<file path="config.mk">
export PLATFORM = sky130hd
export DESIGN_NAME = unique_key_set_table
export DESIGN_NICKNAME = d
export VERILOG_FILES = /design/src/rtl/ukst_pkg.sv /design/src/rtl/ukst_mem.sv /design/src/rtl/unique_key_set_table.sv
export VERILOG_INCLUDE_DIRS = /design/src /design/src/rtl
export SDC_FILE = /design/constraint.sdc
export NUM_CORES = 1
export LEC_CHECK = 0
export ABC_CLOCK_PERIOD_IN_PS = 7900
export BUFFER_PORTS_ARGS = -buffer_cell sky130_fd_sc_hd__buf_2
export CORE_ASPECT_RATIO = 1.2
export CORE_MARGIN = 1
export CORE_UTILIZATION = 30
export CTS_BUF_LIST = sky130_fd_sc_hd__clkbuf_16
export CTS_CLUSTER_SIZE = 28
export DETAILED_ROUTE_END_ITERATION = 10
export PLACE_DENSITY = 0.44
export SLEW_MARGIN = 30
export SYNTH_ARGS = -nofsm -noshare
export SYNTH_HDL_FRONTEND = slang
export SYNTH_SLANG_ARGS = --single-unit
</file>
<file path="constraint.sdc">
create_clock -name clk_i -period 7.9 [get_ports clk_i]
set_clock_uncertainty 0.05 [all_clocks]
set_input_delay 0.395 -clock clk_i [delete_from_list [all_inputs] [get_ports clk_i]]
set_output_delay 0.395 -clock clk_i [all_outputs]
set_load 0.01 [all_outputs]
</file>
<file path="src/rtl/assert_macros.svh">
// ----------------------------------------------------------------------------
// Assertion macros
// Shared concurrent assertion helpers, clocked and disabled during reset.
// ----------------------------------------------------------------------------
`ifndef ASSERT_MACROS_SVH
`define ASSERT_MACROS_SVH

// Check that a property holds at every rising edge outside reset
`define ASSERT_PROP(lbl, clk, rstn, prop, msg) \
  lbl: assert property (@(posedge clk) disable iff (!rstn) (prop)) else $error(msg);

// Check that a condition never holds at a rising edge outside reset
`define ASSERT_NEVER(lbl, clk, rstn, cond, msg) \
  lbl: assert property (@(posedge clk) disable iff (!rstn) !(cond)) else $error(msg);

`endif

</file>
<file path="src/rtl/ukst_pkg.sv">
// ----------------------------------------------------------------------------
// ukst_pkg
// Types and constants shared by the unique key set table.
// ----------------------------------------------------------------------------
package ukst_pkg;

  // Default sizing
  localparam int CAPACITY_DEF  = 16;
  localparam int KEY_WIDTH_DEF = 32;

  // Fixed port widths
  localparam int CMD_W        = 2;
  localparam int KEY_PORT_W   = 32;
  localparam int IDX_W        = 4;
  localparam int COUNT_PORT_W = 5;
  localparam int STATUS_W     = 2;

  // Operation codes
  typedef enum logic [CMD_W-1:0] {
    CMD_ADD    = 2'd0,
    CMD_REMOVE = 2'd1,
    CMD_QUERY  = 2'd2,
    CMD_READ   = 2'd3
  } cmd_e;

  // Result status codes
  typedef enum logic [STATUS_W-1:0] {
    STAT_OK   = 2'd0,
    STAT_FULL = 2'd1,
    STAT_OOB  = 2'd2
  } status_e;

  // Sequencer states
  typedef enum logic [2:0] {
    S_IDLE,
    S_SCAN,
    S_SHIFT,
    S_READ,
    S_RWAIT
  } state_e;

endpackage

</file>
<file path="src/rtl/ukst_mem.sv">
// ----------------------------------------------------------------------------
// ukst_mem
// Key storage: one write port, one read port with registered read data.
// ----------------------------------------------------------------------------
module ukst_mem #(
  parameter int DEPTH = ukst_pkg::CAPACITY_DEF,
  parameter int WIDTH = ukst_pkg::KEY_WIDTH_DEF,
  localparam int AW   = $clog2(DEPTH)
) (
  input  logic             clk_i,
  input  logic             we_i,
  input  logic [AW-1:0]    waddr_i,
  input  logic [WIDTH-1:0] wdata_i,
  input  logic             re_i,
  input  logic [AW-1:0]    raddr_i,
  output logic [WIDTH-1:0] rdata_o
);

  logic [WIDTH-1:0] mem [DEPTH];

  // Write port
  always_ff @(posedge clk_i) begin
    if (we_i) begin
      mem[waddr_i] <= wdata_i;
    end
  end

  // Registered read port
  always_ff @(posedge clk_i) begin
    if (re_i) begin
      rdata_o <= mem[raddr_i];
    end
  end

endmodule

</file>
<file path="src/rtl/unique_key_set_table.sv">
// ----------------------------------------------------------------------------
// unique_key_set_table
// Ordered set of distinct keys with add, remove, query and indexed read.
// ----------------------------------------------------------------------------
// An item is taken when start is high and busy is low; the result shows on
// the result ports for one cycle with result_valid_o and must be captured
// then, since there is no way to hold it off. All work goes through one key
// comparator and one storage read port, one stored entry per cycle. Add,
// query and a remove that misses scan every stored entry; a match ends the
// scan early. A remove that hits then moves every entry behind it down one
// per cycle through the single read port. A read out of range ends in
// S_READ; one in range goes on through S_RWAIT. busy stays high from the
// accept edge until the strobe cycle.
// ----------------------------------------------------------------------------
`include "assert_macros.svh"

module unique_key_set_table #(
  parameter int CAPACITY  = ukst_pkg::CAPACITY_DEF,
  parameter int KEY_WIDTH = ukst_pkg::KEY_WIDTH_DEF
) (
  input  logic                               clk_i,
  input  logic                               rst_ni,
  input  logic                               start,
  output logic                               busy,
  input  logic [ukst_pkg::CMD_W-1:0]         cmd_i,
  input  logic [ukst_pkg::KEY_PORT_W-1:0]    key_value_i,
  input  logic [ukst_pkg::IDX_W-1:0]         read_index_i,
  output logic                               result_valid_o,
  output logic                               present_o,
  output logic [ukst_pkg::KEY_PORT_W-1:0]    read_key_o,
  output logic [ukst_pkg::COUNT_PORT_W-1:0]  entry_count_o,
  output logic [ukst_pkg::STATUS_W-1:0]      status_o
);

  localparam int AW   = $clog2(CAPACITY);
  localparam int CNTW = $clog2(CAPACITY + 1);
  localparam int CMPW = (CNTW > ukst_pkg::IDX_W) ? CNTW : ukst_pkg::IDX_W;
  localparam int OUTW = (CNTW > ukst_pkg::COUNT_PORT_W) ? CNTW : ukst_pkg::COUNT_PORT_W;
  localparam int KXW  = (KEY_WIDTH > ukst_pkg::KEY_PORT_W) ? KEY_WIDTH : ukst_pkg::KEY_PORT_W;

  ukst_pkg::state_e state_q, state_d;
  ukst_pkg::cmd_e   cmd_q;
  logic [KEY_WIDTH-1:0]        key_q;
  logic [ukst_pkg::IDX_W-1:0]  idx_q;
  logic [CNTW-1:0]             cnt_q, cnt_d;
  logic [CNTW-1:0]             ptr_q, ptr_d;
  logic                        rdv_q, rdv_d;

  logic                        accept;
  logic                        hit;
  logic [KXW-1:0]              key_ext;
  logic [KXW-1:0]              rd_ext;
  logic [CMPW-1:0]             idx_ext;
  logic [CMPW-1:0]             cnt_cmp;
  logic [CNTW-1:0]             wptr;
  logic [OUTW-1:0]             cnt_out;

  logic                        mem_we;
  logic [AW-1:0]               mem_waddr;
  logic [KEY_WIDTH-1:0]        mem_wdata;
  logic                        mem_re;
  logic [AW-1:0]               mem_raddr;
  logic [KEY_WIDTH-1:0]        mem_rdata;

  logic                        emit;
  logic                        emit_present;
  ukst_pkg::status_e           emit_status;
  logic [ukst_pkg::KEY_PORT_W-1:0] emit_rdkey;

  logic                        res_valid_q;
  logic                        present_q;
  logic [ukst_pkg::KEY_PORT_W-1:0] read_key_q;
  ukst_pkg::status_e           status_q;

  // Key storage
  ukst_mem #(
    .DEPTH (CAPACITY),
    .WIDTH (KEY_WIDTH)
  ) u_mem (
    .clk_i   (clk_i),
    .we_i    (mem_we),
    .waddr_i (mem_waddr),
    .wdata_i (mem_wdata),
    .re_i    (mem_re),
    .raddr_i (mem_raddr),
    .rdata_o (mem_rdata)
  );

  // Width adaption of keys, index and count
  assign busy    = (state_q != ukst_pkg::S_IDLE);
  assign accept  = start && !busy;
  assign key_ext = KXW'(key_value_i);
  assign rd_ext  = KXW'(mem_rdata);
  assign idx_ext = CMPW'(idx_q);
  assign cnt_cmp = CMPW'(cnt_q);
  assign wptr    = ptr_q - CNTW'(2);
  assign cnt_out = OUTW'(cnt_q);

  // Shared comparator: stored entry against the item's key
  assign hit = rdv_q && (mem_rdata == key_q);

  // Sequencer: next state, storage access and result
  always_comb begin
    state_d      = state_q;
    cnt_d        = cnt_q;
    ptr_d        = ptr_q;
    rdv_d        = 1'b0;
    mem_we       = 1'b0;
    mem_waddr    = ptr_q[AW-1:0];
    mem_wdata    = key_q;
    mem_re       = 1'b0;
    mem_raddr    = ptr_q[AW-1:0];
    emit         = 1'b0;
    emit_present = 1'b0;
    emit_status  = ukst_pkg::STAT_OK;
    emit_rdkey   = '0;
    case (state_q)
      ukst_pkg::S_IDLE: begin
        if (accept) begin
          ptr_d = '0;
          if (ukst_pkg::cmd_e'(cmd_i) == ukst_pkg::CMD_READ) begin
            state_d = ukst_pkg::S_READ;
          end else begin
            state_d = ukst_pkg::S_SCAN;
          end
        end
      end
      ukst_pkg::S_SCAN: begin
        if (hit) begin
          // Key found at ptr_q - 1
          if (cmd_q == ukst_pkg::CMD_REMOVE) begin
            state_d = ukst_pkg::S_SHIFT;
          end else begin
            emit         = 1'b1;
            emit_present = 1'b1;
            state_d      = ukst_pkg::S_IDLE;
          end
        end else if (ptr_q < cnt_q) begin
          // Fetch the next entry
          mem_re = 1'b1;
          ptr_d  = ptr_q + CNTW'(1);
          rdv_d  = 1'b1;
        end else begin
          // Key absent
          emit    = 1'b1;
          state_d = ukst_pkg::S_IDLE;
          if (cmd_q == ukst_pkg::CMD_ADD) begin
            if (cnt_q < CNTW'(CAPACITY)) begin
              mem_we    = 1'b1;
              mem_waddr = cnt_q[AW-1:0];
              cnt_d     = cnt_q + CNTW'(1);
            end else begin
              emit_status = ukst_pkg::STAT_FULL;
            end
          end
        end
      end
      ukst_pkg::S_SHIFT: begin
        // Move each later entry down by one
        if (rdv_q) begin
          mem_we    = 1'b1;
          mem_waddr = wptr[AW-1:0];
          mem_wdata = mem_rdata;
        end
        if (ptr_q < cnt_q) begin
          mem_re = 1'b1;
          ptr_d  = ptr_q + CNTW'(1);
          rdv_d  = 1'b1;
        end else if (!rdv_q) begin
          cnt_d        = cnt_q - CNTW'(1);
          emit         = 1'b1;
          emit_present = 1'b1;
          state_d      = ukst_pkg::S_IDLE;
        end
      end
      ukst_pkg::S_READ: begin
        if (idx_ext < cnt_cmp) begin
          mem_re    = 1'b1;
          mem_raddr = idx_ext[AW-1:0];
          state_d   = ukst_pkg::S_RWAIT;
        end else begin
          emit        = 1'b1;
          emit_status = ukst_pkg::STAT_OOB;
          state_d     = ukst_pkg::S_IDLE;
        end
      end
      ukst_pkg::S_RWAIT: begin
        emit       = 1'b1;
        emit_rdkey = rd_ext[ukst_pkg::KEY_PORT_W-1:0];
        state_d    = ukst_pkg::S_IDLE;
      end
      default: begin
        state_d = ukst_pkg::S_IDLE;
      end
    endcase
  end

  // Control registers
  always_ff @(posedge clk_i or negedge rst_ni) begin
    if (!rst_ni) begin
      state_q     <= ukst_pkg::S_IDLE;
      cnt_q       <= '0;
      ptr_q       <= '0;
      rdv_q       <= 1'b0;
      res_valid_q <= 1'b0;
    end else begin
      state_q     <= state_d;
      cnt_q       <= cnt_d;
      ptr_q       <= ptr_d;
      rdv_q       <= rdv_d;
      res_valid_q <= emit;
    end
  end

  // Capture the item and hold the result payload
  always_ff @(posedge clk_i) begin
    if (accept) begin
      cmd_q <= ukst_pkg::cmd_e'(cmd_i);
      key_q <= key_ext[KEY_WIDTH-1:0];
      idx_q <= read_index_i;
    end
    if (emit) begin
      present_q  <= emit_present;
      read_key_q <= emit_rdkey;
      status_q   <= emit_status;
    end
  end

  assign result_valid_o = res_valid_q;
  assign present_o      = present_q;
  assign read_key_o     = read_key_q;
  assign entry_count_o  = cnt_out[ukst_pkg::COUNT_PORT_W-1:0];
  assign status_o       = status_q;

  // Checks
  `ASSERT_PROP(a_strobe_single, clk_i, rst_ni, result_valid_o |=> !result_valid_o, "result strobe held over two cycles")
  `ASSERT_PROP(a_accept_busy, clk_i, rst_ni, accept |=> busy, "busy low after an accepted item")
  `ASSERT_PROP(a_count_at_result, clk_i, rst_ni, (cnt_q != $past(cnt_q)) |-> result_valid_o, "count changed without a result")
  `ASSERT_NEVER(a_full_count, clk_i, rst_ni, result_valid_o && (status_q == ukst_pkg::STAT_FULL) && (cnt_q != CNTW'(CAPACITY)), "full status with room left")

endmodule

</file>
==> run metrics <==
status finished, final reports clean; Num CTS Buffers 61; global-route wire length before repair 94,500 um; detailed placement HPWL 36,100 um; Yosys warning total 0; core area 0.0810 sq mm; Die X approximately 260 um; Hold Slack 172 ps; max cap viols 0; clock latency on the worst-skew pair 630 ps; FFs w/ async S/R, synth 2.37%; CTS tree done; RR Startpoint u_mem.rdata_o[29]; xor and xnor area share after synthesis 1.35%; Max H-tree Level 2; RSZ-0062 raised after global routing false; # port buffers 82; DP Worst Slack roughly 3600 ps; min setup slack post-route ~3700 ps; FF-to-FF End u_mem.mem[0][17]; Max IR drop VDD approximately 0.29 mV; Arr. time, crit path 4420 ps; Ports between 80 and 90; Post-Syn Nets 1,235; antenna violations before repair 1; LEAKAGE between 9 and 10 nW; via count 12,111; post-route ant nets 0; setup TNS 0 ps; Worst Setup End Kind flip-flop; largest family of logic cells by synthesized area multiplexers; Final Hold Fails 0; # setup viols final 0; die height between 300 and 400 um; Starting Density 30.5%; min-delay worst type in -> async; WP data required 8090 ps; Resized cells post-CTS 0; clock transition at the registers of the reported paths 60 ps; clock sinks 632; GR Util All Layers between 15 and 20%; Power per Cell Area between 300 and 400 mW/mm^2; library cells used by synthesis 51; Final min period 4230 ps; Synth Area in Adders 0.740%; ant diodes 0; post-synthesis sequential area ratio 76.5%; DRC Markers 0; CP Class reg -> reg; Synth Area in Simple Gates 3.46%; multiplexer share of the synthesized area 13.6%; Congestion Overflow GR 0; Max Slew Vio Count 0; Avg Cell Area, Syn 20.9 sq um; pin count of the biggest net entering global routing a little under 60; EDFF count, synth 617; Compound-Gate Fraction of Synth Area 3.05%; Crit Path Max Fanout 32; GPL Wtd Cong about 0.73; First-pass DRT Iterations 5; Net count, final 1,407; worst r2r path cells 8; postcts setup bufs 0; period utilization 53.6%; synth-to-layout area growth 16.8%; vias in the first global route 12,845; Synth Instances about 1,200; Post-synth top flop edfxtp_1; reg-to-reg slack, setup 3670 ps; share of cells above drive strength 1 between 20% and 30%; # fillers 7,555; Worst Max-Slew Pin Slew 1160 ps; Rows around 110; Routed WL per cell roughly 27 um; CP Launch Type flip-flop; first-iteration detailed-routing DRC count approximately 1,000; clock root cell clkbuf_16; Worst slew margin 22.1%; FMAX between 200 and 250 MHz; Post-Syn Area 0.0247 sq mm; area of the die 0.0835 sq mm; deepest clock path buffer count 3; vias per cell around 5.0; #FFs+latches synth 632; final wirelength 65,800 um
-- per-stage QoR --
step	util [%]	total power [W]	std cells	cell area (sq um)
floorplan	-	0.00666	1180	24700
global placement	32.8	0.00787	2292	26600
detailed placement	32.9	0.00791	2293	26600
CTS	35.6	0.0107	2439	28800
global route	35.6	0.0110	2439	28800
finish	35.6	0.0105	2439	28800
-- synth_stat cells (5+ instances only) --
| library cell | count | share of area [%] |
|---|---|---|
| edfxtp_1 | 617 | 75 |
| mux4_2 | 128 | 12 |
| a22oi_1 | 64 | 1.9 |
| nand2_1 | 52 | 0.79 |
| xnor2_1 | 37 | 1.3 |
| mux2_2 | 35 | 1.6 |
| and2_1 | 33 | 0.84 |
| clkbuf_1 | 26 | 0.40 |
| nor2_1 | 16 | 0.24 |
| dfrtp_1 | 15 | 1.5 |
| inv_1 | 15 | 0.23 |
| nor4_1 | 15 | 0.38 |
| ha_1 | 13 | 0.66 |
| nand4_1 | 11 | 0.28 |
| o21ai_0 | 11 | 0.22 |
| a21oi_1 | 10 | 0.20 |
| buf_4 | 10 | 0.30 |
| buf_2 | 6 | 0.12 |
| mux2i_1 | 5 | 0.20 |
| nand3_1 | 5 | 0.10 |
-- per-layer routing --
layer	track usage (%)	vias to the layer above	share of wire [%]
li1	-	5227	-
met1	20.9	6538	43
met2	28.1	271	51
met3	2.08	75	4.0
met4	3.74	0	1.9
met5	0	-	0
-- critical path, stage by stage, from the launching register on --
cell and delay, ps:
edfxtp_1 410, xnor2_1 500, nand4_1 180, nor4_2 620, nand3_1 260, nand4_2 340, mux2_2 490, nor4_2 270
buf_4 670
-- logic make-up (layout without fill, tap and decap cells) --
family,count (synthesis),in the layout
muxes,170,170
DFF,632,632
AOI/OAI and AO/OA,104,104
xor gates and xnor gates,38,38
buffers and inverters,64,279
and+or+nand+nor,158,158
adders and majority gates,14,14
-- power breakdown --
| group | internal (W) | total, W | switching [W] |
|---|---|---|---|
| clock | 0.00149 | 0.00272 | 0.00123 |
| combinational | 0.00121 | 0.00317 | 0.00196 |
| sequential | 0.00436 | 0.00459 | 0.000228 |
| total | 0.00705 | 0.0105 | 0.00342 |
-- cells in the final DEF, fill, tap and decap left out, drive strengths merged, types with 5 or more instances in the layout --
master and instances:
nand3 5, nand4 12, a21oi 11, dlygate4sd3 40
o21ai 11, mux2i 5, dfrtp 15, xnor2 37
and2 33, a22oi 64, nor4 16, clkbuf 61
nand2 52, buf 118, ha 13, mux4 128
nor2 16, clkinv 25, mux2 37, edfxtp 617
inv 29
-- what timing repair did --
item,CTS,global route
endpoints found under the setup margin,0,0
hold buffers,40,0
endpoints found under the hold margin,54,0
-- sequential cells by signal, indices dropped and copies added (netlist names), 3 cells and up --
signal / flops
u_mem.rdata_o: 32
u_mem.mem: 512
ptr_q: 5
idx_q: 4
read_key_o: 32
state_q: 3
entry_count_o: 5
key_q: 32
-- worst max-delay path by stage --
stage,cells past startpoint,startpoint,slack (ps),endpoint
after global routing,8,u_mem.rdata_o[29],3450,u_mem.mem[0][6]
final,8,u_mem.rdata_o[29],3670,u_mem.mem[0][17]
after CTS,8,u_mem.rdata_o[29],3580,u_mem.mem[4][15]
after global placement,8,u_mem.rdata_o[29],3080,u_mem.mem[15][13]
after floorplan,9,entry_count_o[1],1870,u_mem.mem[14][0]
after detailed placement,8,u_mem.rdata_o[29],3610,u_mem.mem[4][15]
-- final cells by class --
class / count / area, sq um / area share, %
clock inverter: 45 / 284 / 0.985
timing repair buffer: 158 / 1100 / 3.82
clock buffer: 61 / 1530 / 5.29
inverter: 15 / 56.3 / 0.195
sequential: 632 / 18900 / 65.5
multi-input combinational: 484 / 5660 / 19.6
tap: 1044 / 1310 / 4.53
(Power assumes the default switching activity.)
